File: config.mk
export PLATFORM = sky130hd
export DESIGN_NAME = hfs_delay_line
export DESIGN_NICKNAME = d
export VERILOG_FILES = /design/src/hdl/hfs_pkg.sv /design/src/hdl/hfs_cell.sv /design/src/hdl/hfs_delay_line.sv
export SDC_FILE = /design/constraint.sdc
export NUM_CORES = 2
export LEC_CHECK = 0
export ABC_CLOCK_PERIOD_IN_PS = 1900
export BUFFER_PORTS_ARGS = -buffer_cell sky130_fd_sc_hd__clkbuf_2
export CAP_MARGIN = 40
export CORE_MARGIN = 2
export CORE_UTILIZATION = 50
export CTS_CLUSTER_SIZE = 16
export DETAILED_ROUTE_END_ITERATION = 12
export PLACE_DENSITY = 0.68
export SETUP_SLACK_MARGIN = 0.05
export SLEW_MARGIN = 0
export SYNTH_ARGS = -nofsm -noshare
export SYNTH_HDL_FRONTEND = slang
export SYNTH_SLANG_ARGS = --single-unit
File: constraint.sdc
create_clock -name clk -period 1.9 [get_ports clk]
set_clock_uncertainty 0.15 [all_clocks]
set_input_delay 0.095 -clock clk [delete_from_list [all_inputs] [get_ports clk]]
set_output_delay 0.095 -clock clk [all_outputs]
set_load 0.005 [all_outputs]
File: src/hdl/hfs_pkg.sv
// shared types, widths and constants of the heat stencil step block
package hfs_pkg;

    localparam int DATA_W     = 32;
    localparam int SUM_W      = 34;
    localparam int PROD_W     = 50;
    localparam int TOT_W      = 51;
    localparam int ACC_W      = 36;
    localparam int COEF_W     = 18;
    localparam int SIGMA_W    = 15;
    localparam int GRID_W     = 7;
    localparam int FRAC_W     = 16;
    localparam int CFG_IDX_W  = 1;
    localparam int CFG_DATA_W = 15;
    localparam int MIN_SIDE   = 3;
    localparam int Q16_ONE    = 65536;
    localparam int Q16_HALF   = 32768;

    localparam logic [CFG_IDX_W-1:0] REG_GRID_SIDE = 1'b0;
    localparam logic [CFG_IDX_W-1:0] REG_SIGMA     = 1'b1;

    typedef struct packed {
        logic signed [DATA_W-1:0] centre;
        logic signed [DATA_W-1:0] north;
        logic signed [DATA_W-1:0] south;
        logic signed [DATA_W-1:0] east;
        logic signed [DATA_W-1:0] west;
        logic signed [DATA_W-1:0] src;
    } hfs_taps_t;

    typedef struct packed {
        logic top_row;
        logic bottom_row;
        logic left_col;
        logic right_col;
        logic last;
    } hfs_pos_t;

    function automatic logic signed [DATA_W-1:0] sat_data(input logic signed [ACC_W-1:0] v);
        logic fits;
        fits = (&v[ACC_W-1:DATA_W-1]) || !(|v[ACC_W-1:DATA_W-1]);
        if (fits)
            return v[DATA_W-1:0];
        else if (v[ACC_W-1])
            return {1'b1, {(DATA_W-1){1'b0}}};
        else
            return {1'b0, {(DATA_W-1){1'b1}}};
    endfunction

endpackage

File: src/hdl/hfs_cell.sv
// one storage cell of a delay line, loads from its neighbor or from the head
module hfs_cell import hfs_pkg::*;
(
    input  logic                     clk,
    input  logic                     shift,
    input  logic                     inject,
    input  logic signed [DATA_W-1:0] head,
    input  logic signed [DATA_W-1:0] prev,
    output logic signed [DATA_W-1:0] q
);

    logic signed [DATA_W-1:0] q_reg;

    always_ff @(posedge clk)
    begin
        if (shift)
        begin
            q_reg <= inject ? head : prev;
        end
    end

    assign q = q_reg;

endmodule

File: src/hdl/hfs_delay_line.sv
// row of cells forming a delay line whose length is set by the injection point
module hfs_delay_line import hfs_pkg::*;
#(
    parameter int MAX_SIDE = 64,
    parameter int POS_W    = $clog2(MAX_SIDE)
)
(
    input  logic                     clk,
    input  logic                     shift,
    input  logic [POS_W-1:0]         inj,
    input  logic signed [DATA_W-1:0] head,
    output logic signed [DATA_W-1:0] tail
);

    logic signed [DATA_W-1:0] q [MAX_SIDE];

    for (genvar j = 0; j < MAX_SIDE; j++)
    begin : g_cell
        logic signed [DATA_W-1:0] prev;
        if (j == 0)
        begin : g_first
            assign prev = head;
        end
        else
        begin : g_rest
            assign prev = q[j-1];
        end

        hfs_cell u_cell (
            .clk    (clk),
            .shift  (shift),
            .inject (inj == POS_W'(j)),
            .head   (head),
            .prev   (prev),
            .q      (q[j])
        );
    end

    assign tail = q[MAX_SIDE-1];

endmodule

==> out/results.txt <==
Data arrival time of the worst path: 2.19 ns
Endpoints failing setup: 0
# DRC: 0
# IOs: 72
Layout Utilization: 56.97%
Sink Count: 2048
Slack of the worst reg-to-reg path: 0.77 ns
Yosys cell types: 20
Post-placement cell area: 0.09095 mm²
Worst hold-check path type: input pin to flop
Final Max Tran Viols: 0
Cells on worst reg2reg path: 1
CORE AREA: 0.1717 mm²
CTS buffer count: 206
CP Capture Point: g_cell[62].u_cell.q[23]
HPWL after detailed placement: 81.03 mm
First-pass DRT Iterations: 5
GP Congestion: 0.6884
Final instance area: 0.09784 mm²
Reg2reg start: g_cell[62].u_cell.q[4]
Status: finished, final reports clean
Actual slew at the worst max-slew pin: 0.7526 ns
Hold Slack: 0.1246 ns
Root Buffer: clkbuf_16
Worst IR Drop VDD: 0.8553 mV
Fmax: 0.5610 GHz
CTS H-tree depth: 4
RSZ-0062 raised after global routing: false
Critical-path cell list: dlygate4sd3_1 > clkbuf_2 > nand2b_1 > nor2_4 > buf_12 > mux2_2
Setup WS post-layout: 0.1176 ns
Final period util: 93.81%
Rows: 152
Reg clk slew, reported paths: 0.06 ns
Vert. Die Dim: 419.9 µm
Initial antenna violation count: 5
Max FFs per register: 2048
Cell family with most CP delay: buffers and inverters
Number of DRC markers in iteration 0: 2525
PwrDens: 996.8 mW/mm²
Pleak: 0.03347 µW
P&R area growth vs syn: 13.13%
TritonCTS clock tree: built
Post-CTS setup repair buffer count: 0
Endpoints failing hold: 0
CP max stage delay: 0.57 ns
Layout cell share with drive strength beyond 1: 50.49%
Routed length per instance: 19.48 µm
Die W: 419.9 µm
Worst-path fanout max: 32
Critical path type: input pin to flop
Via Count: 39140
Max Cap Viol: 0
Vias in the first global route: 40740
Largest net degree at the start of global routing: 94
Initial Util: 50.36%
CP Launch Type: input pin
Mapped Nets: 4611
Grt ovf: 0
First-pass GRT wire length: 227.0 mm
Via-to-Cell Ratio: 5.469
Port bufs: 71
Worst R2R End: g_cell[63].u_cell.q[4]
Post-Syn Instances: 4571
Cts repair resizes: 0
Worst Path Required: 2.31 ns
Syn_area_per_cell: 18.92 µm²
Synth warnings: 0
WP depth: 6
Setup crit end kind: flop
Total global routing track utilization: 16.00%
Fill cell count: 12850
ANT nets after route: 0
Pre-CTS WS: -0.4040 ns
Maximum buffer depth of the clock tree: 3
PnR Total Power: 97530 µW
Clk_lat worst skew: 0.82 ns
WL final: 139.4 mm
Final nets: 4706
Die ar.: 0.1763 mm²
Worst path slowest cell: dlygate4sd3_1
Synthesized flop and latch total: 2048
Rel. slew slack: 49.83%
Crit path launch: inj[0]
Mapped Area: 0.08648 mm²
Final Critical Period: 1.782 ns
Critical path buffer and inverter count: 3
Post-synthesis sequential area ratio: 71.11%
## metal layers
layer,vias to the layer above,global-route usage (%),share of wire (%),wire (µm)
li1,18150,-,-,-
met1,20340,21.04,44,61400
met2,463,27.53,51,70760
met3,188,2.809,3.5,4858
met4,0,4.018,1.7,2396
met5,-,0,0,0
## cell usage after synthesis, drive strengths merged
| cell | number | area [µm²] |
|---|---|---|
| edfxtp | 2048 | 61500 |
| nor2 | 21 | 86.33 |
| or2 | 1 | 6.260 |
| buf | 225 | 1074 |
| and2 | 1 | 6.260 |
| clkbuf | 195 | 732.0 |
| nand2b | 2 | 12.51 |
| nor4b | 4 | 60.06 |
| nand2 | 44 | 165.2 |
| and4bb | 6 | 75.07 |
| nor2b | 2 | 12.51 |
| nand4b | 4 | 35.03 |
| nor4 | 1 | 12.51 |
| mux2 | 2016 | 22700 |
| nand4 | 1 | 6.260 |
## per-stage QoR
step                      cells  setup TNS (ns)
after floorplan            4571               0
after global placement     6733          -93.31
after detailed placement   6733         -113.43
after CTS                  7155               0
after global routing       7156               0
final                      7157               0
## cells by family after synthesis
group                  synth area share [%]
muxes                                 26.25
and+or+nand+nor                      0.5527
DFF                                   71.11
buffers and inverters                 2.088
## area by class of cell
type	instances	area, µm²	share of cell area, %
timing repair buffer	307	3631	3.711
tap	2310	2890	2.954
clock buffer	257	5368	5.486
sequential	2048	61500	62.86
antenna	2	5.005	0.005115
multi-input combinational	2103	23280	23.79
clock inverter	130	1170	1.196
## placed cells by master, fill, tap and decap left out, types with 2 or more instances in the layout
cell type	netlist	routed
and4bb_2	5	5
buf_12	0	113
buf_4	3	89
bufinv_16	0	15
clkbuf_1	195	50
clkbuf_16	0	207
clkbuf_2	0	70
clkinv_1	0	52
clkinv_2	0	41
clkinv_4	0	3
clkinv_8	0	4
clkinvlp_4	0	3
diode_2	0	2
dlygate4sd3_1	0	35
edfxtp_1	2048	2048
inv_16	0	7
inv_6	0	4
mux2_1	158	158
mux2_2	1858	1858
nand2_1	44	43
nand2b_1	2	2
nand4b_1	4	4
nor2_2	3	9
nor2_4	0	11
nor2b_1	2	2
nor4b_2	4	4
## worst min path at each step
stage | slack, ns | end | startpoint | cells after the start
6_report | 0.12 | g_cell[10].u_cell.q[25] | shift | 2
5_1_grt | 0.1 | g_cell[10].u_cell.q[25] | shift | 2
4_1_cts | 0.07 | g_cell[32].u_cell.q[7] | inj[2] | 6
3_5_place_dp | 0.35 | tail[15] | g_cell[63].u_cell.q[15] | 1
3_3_place_gp | 0.35 | tail[18] | g_cell[63].u_cell.q[18] | 1
2_1_floorplan | 0.04 | g_cell[0].u_cell.q[0] | head[0] | 0
## power by group
| part | switching, µW | leakage (µW) | total [µW] | internal, µW |
|---|---|---|---|---|
| clock | 17000 | 0.00320 | 39200 | 22200 |
| sequential | 569 | 0.0200 | 53500 | 52900 |
| combinational | 2480 | 0.0102 | 4880 | 2400 |
| total | 20100 | 0.0335 | 97500 | 77500 |
## repair_timing
action / 4_1_cts / 5_1_grt
setup endpoints to repair: 1 / 0
hold buffers: 35 / 0
hold endpoints to repair: 3175 / 0
Power figures use the tool's default switching activity.
